File: src/rtl/length_prefixed_message_fifo_defines.svh
// ----------------------------------------------------------------------------
// Length-prefixed message FIFO assertion macros
// Concurrent assertion wrappers, removed when SYNTH is defined.
// ----------------------------------------------------------------------------
`ifndef LENGTH_PREFIXED_MESSAGE_FIFO_DEFINES_SVH
`define LENGTH_PREFIXED_MESSAGE_FIFO_DEFINES_SVH

`ifndef SYNTH
`define LPMF_ASSERT(lbl, clk, rst, prop) \
  lbl: assert property (@(posedge clk) disable iff (rst) (prop)) \
    else $error("lpmf assertion failed");
`define LPMF_ASSERT_NEXT(lbl, clk, rst, ante, cons) \
  lbl: assert property (@(posedge clk) disable iff (rst) (ante) |=> (cons)) \
    else $error("lpmf assertion failed");
`else
`define LPMF_ASSERT(lbl, clk, rst, prop)
`define LPMF_ASSERT_NEXT(lbl, clk, rst, ante, cons)
`endif

`endif

File: src/rtl/lpmf_pkg.sv
// ----------------------------------------------------------------------------
// Length-prefixed message FIFO package
// Shared constants, status codes and the command type.
// ----------------------------------------------------------------------------
package lpmf_pkg;

  localparam int LPMF_RING_DEPTH = 1024;

  localparam logic [1:0] OP_START = 2'd0;
  localparam logic [1:0] OP_PUSH  = 2'd1;
  localparam logic [1:0] OP_POP   = 2'd2;

  localparam logic [1:0] CMD_START = 2'd0;
  localparam logic [1:0] CMD_PUSH  = 2'd1;
  localparam logic [1:0] CMD_POP   = 2'd2;
  localparam logic [1:0] CMD_BAD   = 2'd3;

  localparam logic [2:0] ST_OK         = 3'd0;
  localparam logic [2:0] ST_EMPTY      = 3'd1;
  localparam logic [2:0] ST_FULL       = 3'd2;
  localparam logic [2:0] ST_UNEXPECTED = 3'd3;
  localparam logic [2:0] ST_DROPPED    = 3'd4;

  typedef struct packed {
    logic [1:0] kind;
    logic [7:0] length;
    logic [7:0] data;
  } cmd_t;

endpackage

File: src/rtl/lpmf_front.sv
// ----------------------------------------------------------------------------
// Length-prefixed message FIFO front end
// Accept input items, classify them into commands and queue them.
// ----------------------------------------------------------------------------
module lpmf_front import lpmf_pkg::*; (
  input  logic       clk,
  input  logic       rst,
  input  logic       in_valid,
  output logic       in_stall,
  input  logic [1:0] operation,
  input  logic [7:0] length,
  input  logic [7:0] data_in,
  output logic       q_valid,
  output cmd_t       q_cmd,
  input  logic       q_pop
);

  cmd_t       slots [2];
  logic       wr_ptr;
  logic       rd_ptr;
  logic [1:0] count;
  logic       push;
  cmd_t       cmd_in;

  always_comb begin
    cmd_in.length = length;
    cmd_in.data   = data_in;
    case (operation)
      OP_START: cmd_in.kind = CMD_START;
      OP_PUSH:  cmd_in.kind = CMD_PUSH;
      OP_POP:   cmd_in.kind = CMD_POP;
      default:  cmd_in.kind = CMD_BAD;
    endcase
  end

  assign in_stall = (count == 2'd2);
  assign push     = in_valid && !in_stall;
  assign q_valid  = (count != 2'd0);
  assign q_cmd    = slots[rd_ptr];

  always_ff @(posedge clk) begin
    if (rst) begin
      wr_ptr <= 1'b0;
      rd_ptr <= 1'b0;
      count  <= 2'd0;
    end else begin
      if (push) begin
        slots[wr_ptr] <= cmd_in;
        wr_ptr        <= ~wr_ptr;
      end
      if (q_pop) begin
        rd_ptr <= ~rd_ptr;
      end
      count <= count + {1'b0, push} - {1'b0, q_pop};
    end
  end

endmodule

File: config.mk
export PLATFORM = sky130hd
export DESIGN_NAME = lpmf_front
export DESIGN_NICKNAME = d
export VERILOG_FILES = /design/src/rtl/length_prefixed_message_fifo_defines.svh /design/src/rtl/lpmf_pkg.sv /design/src/rtl/lpmf_front.sv
export SDC_FILE = /design/constraint.sdc
export NUM_CORES = 1
export LEC_CHECK = 0
export BUFFER_PORTS_ARGS = -buffer_cell sky130_fd_sc_hd__buf_2
export CORE_MARGIN = 10
export CORE_UTILIZATION = 36
export CTS_BUF_LIST = sky130_fd_sc_hd__clkbuf_4 sky130_fd_sc_hd__clkbuf_8
export DETAILED_ROUTE_END_ITERATION = 7
export HOLD_SLACK_MARGIN = 0.12
export PLACE_DENSITY = 0.69
export SYNTH_ARGS = -nofsm -noshare
export SYNTH_HDL_FRONTEND = slang
export SYNTH_SLANG_ARGS = --single-unit
File: constraint.sdc
create_clock -name clk -period 4.2 [get_ports clk]
set_input_delay 0.21 -clock clk [delete_from_list [all_inputs] [get_ports clk]]
set_output_delay 0.21 -clock clk [all_outputs]
set_load 0.02 [all_outputs]
Word level (Yosys, flattened, before mapping)
Memories as Yosys holds them, arrays and structs flattened. A register that Yosys moved wholly into a read port is not among the register bits.
Index checks and enable logic that the tools add are counted.
- register bits: 4
- RAM bits: 36
- input bits: 22
- output and inout port bits: 20
- logic and storage cells: 21
- memories: 1
- memory list (name ; depth ; bits a word ; rd ports ; clocked after Yosys merged registers in ; write ports ; line ; text):
    slots ; 2 ; 18 ; 1 ; 1 ; 1 ; lpmf_front.sv:18 ; cmd_t slots [2];
- add/subtract/negate cells: 2
- equality and inequality tests: 3
- multiplexer cells: 6
- bitwise gates (word level): 2
- reduce and logical (&&, ||, !) cells: 4
- operators by type and width (kind ; number):
    $pmux 2 s3 ; 1
    $mux 1 ; 5
    $eq 2x2->1 const B ; 2
    $add 2x1->2 ; 1
    $eq 2x1->1 const B ; 1
    $logic_not 2->1 ; 1
    $not 1->1 ; 2
    $reduce_bool 2->1 ; 1
    $sub 2x1->2 ; 1
    $logic_and 1x1->1 ; 1
    $logic_not 1->1 ; 1

Logic depth before layout (Yosys ltp)
- word-level depth: 6
- depth in mapped cells: 8
- gate-level depth less buffers: 8

Worst setup path before layout
Ideal clock, no wire load.
- kind: reg2reg
- start point: reg count[1]
- end point: mem slots[1][0] (netlist name), enable pin
- setup time: 0.420 ns
- arrival: 1.998 ns
- required time: 3.780 ns
- path slack: 1.783 ns
- cell stages (with the launch flop): 4
- path buffers: 0
- period minus slack after synthesis: 2.417 ns
- cells stage by stage: dfxtp_1 -> nor2b_4 -> nand2b_4 -> nor3b_1
- word-level cells in the longest chain between the ends: 6
- ends and longest elaborated chain (item ; line ; text):
    start: declaration ; lpmf_front.sv:21 ; logic [1:0] count;
    start signal: assignment ; lpmf_front.sv:54 ; count <= count + {1'b0, push} - {1'b0, q_pop};
    $eq 2x2->1 ; lpmf_front.sv:36 ; assign in_stall = (count == 2'd2);
    via in_stall ; lpmf_front.sv:9 ; output logic in_stall,
    $logic_not 1->1 ; lpmf_front.sv:37 ; assign push = in_valid && !in_stall;
    $logic_and 1x1->1 ; lpmf_front.sv:37 ;
    $mux 1 ; lpmf_front.sv:47 ; if (push) begin
    $mux 1 ; lpmf_front.sv:42 ; if (rst) begin
    $mux 1 (implied by the code) ; lpmf_front.sv:48 ; slots[wr_ptr] <= cmd_in;
    end: declaration ; lpmf_front.sv:18 ;
The timed path passes the listed nets, and every way through them passes these cells.

==> impl_metrics.json <==
{
  "outcome": "finished, final reports clean",
  "place.gp.congestion": 0.741,
  "synth_compound_area_share_pct": 0,
  "hold_path_class": "primary input to flip-flop",
  "fp.dieH_um": 85.9,
  "grt_max_degree": 19,
  "clockBufferDepth": 2,
  "syn_nets": 106,
  "postSynthAreaPerCell_um2": 19.1,
  "ys_seq_elements": 41,
  "synth-xor-area-share_pct": 1.12,
  "core_area_um2": 4120,
  "antenna_left": 0,
  "ir_drop_mv": 0.255,
  "slew_headroom_pct": 46.9,
  "diodes": 0,
  "synthSimpleGateAreaFrac_pct": 5.68,
  "drc": 0,
  "routed_wl_mm": 2.93,
  "drt_iter0_drc": 118,
  "layout-drive-gt1-share_pct": 52.1,
  "grt_pass1_vias": 945,
  "path_class": "flip-flop to primary output",
  "insertion_delay_ns": 0.28,
  "avgRoutedWirePerCell_um": 15.1,
  "yosysSeqAreaShare_pct": 75.5,
  "worst_pin_slew_ns": 0.795,
  "dp_cells": 171,
  "cp_data_required_time_ns": 3.99,
  "synth_top_family_by_area": "multiplexers",
  "synth_top_area_share_pct": 69.1,
  "num_vias": 867,
  "yosysUniqueCellTypes": 18,
  "cts_root_buf": "clkbuf_8",
  "initial_core_util_pct": 38.0,
  "p_per_area_nw_per_um2": 456,
  "cts-htree-levels": 2,
  "skew_ns": 0.00827,
  "hold_depth": 1,
  "fin_setup_tns_ns": 0,
  "synth_cells": 82,
  "final.period_utilization_pct": 45.6,
  "p_leak_nw": 0.813,
  "final_cells": 194,
  "io_pins": 42,
  "clk_pin_slew_worst_paths_ns": 0.07,
  "syn_area_um2": 1560,
  "preCtsSetupSlack_ns": 2.46,
  "areaGrowthSynthToFinish_pct": 33.4,
  "final.fill_count": 357,
  "setup_viol": 0,
  "numPortBuffers": 41,
  "crit_path_end_kind": "primary output",
  "start_kind": "flip-flop",
  "fin_nets": 167,
  "rows": 23,
  "die_w_um": 85.9,
  "firstDrtPassIters": 4,
  "cts_resized": 0,
  "final_util_pct": 50.7,
  "worstRegToRegCells": 4,
  "ys_top_cells_by_area": "edfxtp_1 69%, mux2_2 13%, dfxtp_1 6.4%",
  "drv_slew": 0,
  "gr-total-overflow": 0,
  "cts.sinks": 41,
  "die_area_um2": 7380,
  "crit_fanout": 18,
  "synthMuxAreaShare_pct": 13.9,
  "grt_pass1_wl_mm": 4.47,
  "worstPathArrival_ns": 1.71,
  "cts_tree": "done",
  "grt_setup_unrepaired": "no",
  "drv_cap": 0,
  "numCtsBuffers": 5,
  "synthAdderAreaFrac_pct": 1.60,
  "synth_top_cell_by_area": "edfxtp_1",
  "viasPerCell": 4.47,
  "ys_warn_count": 0,
  "finalWorstSetupSlack_ns": 2.28,
  "dp_hpwl_mm": 2.10,
  "grt_usage_pct": 7.81,
  "total_power_mw": 0.952,
  "clock.fmax_mhz": 522,
  "antenna_found_initial": 0,
  "min_period_ns": 1.92,
  "hold_violations": 0
}
-- repair_timing --
action	4_1_cts	5_1_grt
endpoints found under the hold margin	24	6
setup buffers	0	0
hold buffers	12	3
-- per-layer routing --
layer	vias up	GRT usage (%)	wire, um	part of all wire [%]
li1	427	-	-	-
met1	409	8.06	1220	42
met2	28	12.6	1450	49
met3	3	4.07	234	8.0
met4	0	4.04	23	0.79
met5	-	0	0	0
-- synthesized netlist by cell type, drive strengths merged --
library cell  count
dfxtp             5
nor3              2
and2b             2
nor2              4
nand2b            1
nor3b             1
ha                2
or2               1
mux2             19
buf               2
and2              1
edfxtp           36
xor2              1
xnor2             1
clkbuf            2
nor2b             1
inv               1
-- through the flow --
step / hold slack, ns / area (um2)
4_1_cts: 0.121 / 2060
3_5_place_dp: 0.401 / 1830
3_3_place_gp: 0.401 / 1830
5_1_grt: 0.123 / 2090
6_report: 0.128 / 2090
2_1_floorplan: 0.282 / 1560
-- layout make-up --
cell class / instances / area [um2] / area share (%)
clock buffer: 6 / 76.3 / 3.66
clock inverter: 2 / 33.8 / 1.62
inverter: 1 / 3.75 / 0.180
multi-input combinational: 36 / 359 / 17.2
sequential: 41 / 1180 / 56.6
tap: 50 / 62.6 / 3.00
timing repair buffer: 58 / 370 / 17.7
-- worst max-delay path: stages (launching register included) --
cell,delay (ns)
dfxtp_1,0.84
mux2_2,0.42
buf_2,0.16
-- placed cells by master (no fill, tap or decap), types with 2 or more instances in the layout --
| master | Yosys | routed |
|---|---|---|
| and2b_1 | 2 | 2 |
| buf_2 | 0 | 41 |
| buf_4 | 0 | 2 |
| clkbuf_8 | 0 | 5 |
| dfxtp_1 | 5 | 5 |
| dlygate4sd3_1 | 0 | 15 |
| edfxtp_1 | 36 | 36 |
| ha_1 | 2 | 2 |
| mux2_2 | 18 | 18 |
| nor2_1 | 4 | 4 |
-- registers in the layout, indices dropped and copies added, names as in the netlist, named ones only --
signal and count:
count 2, rd_ptr 1, slots 36, wr_ptr 1
-- where the power goes --
part,leakage [nW],switching (mW),total [mW],internal (mW)
Combinational,0.386,0.0792,0.154,0.0749
Sequential,0.371,0.0175,0.493,0.475
Clock,0.0563,0.123,0.305,0.182
-- final timing paths --
path	from	end	slack, ns
setup reg to reg	count[1]	slots[0][17]	2.48
hold / removal	operation[0]	slots[1][16]	0.13
setup / recovery	flip-flop	q_cmd[3]	2.28
hold reg to reg	count[1]	count[1]	0.52
-- cells by family after synthesis --
group / Yosys count
fa+ha+maj: 2
buf+inv: 5
mux: 19
flops: 41
simple gates: 13
xor+xnor: 2
Note: power is estimated with default switching activity, not from simulation.
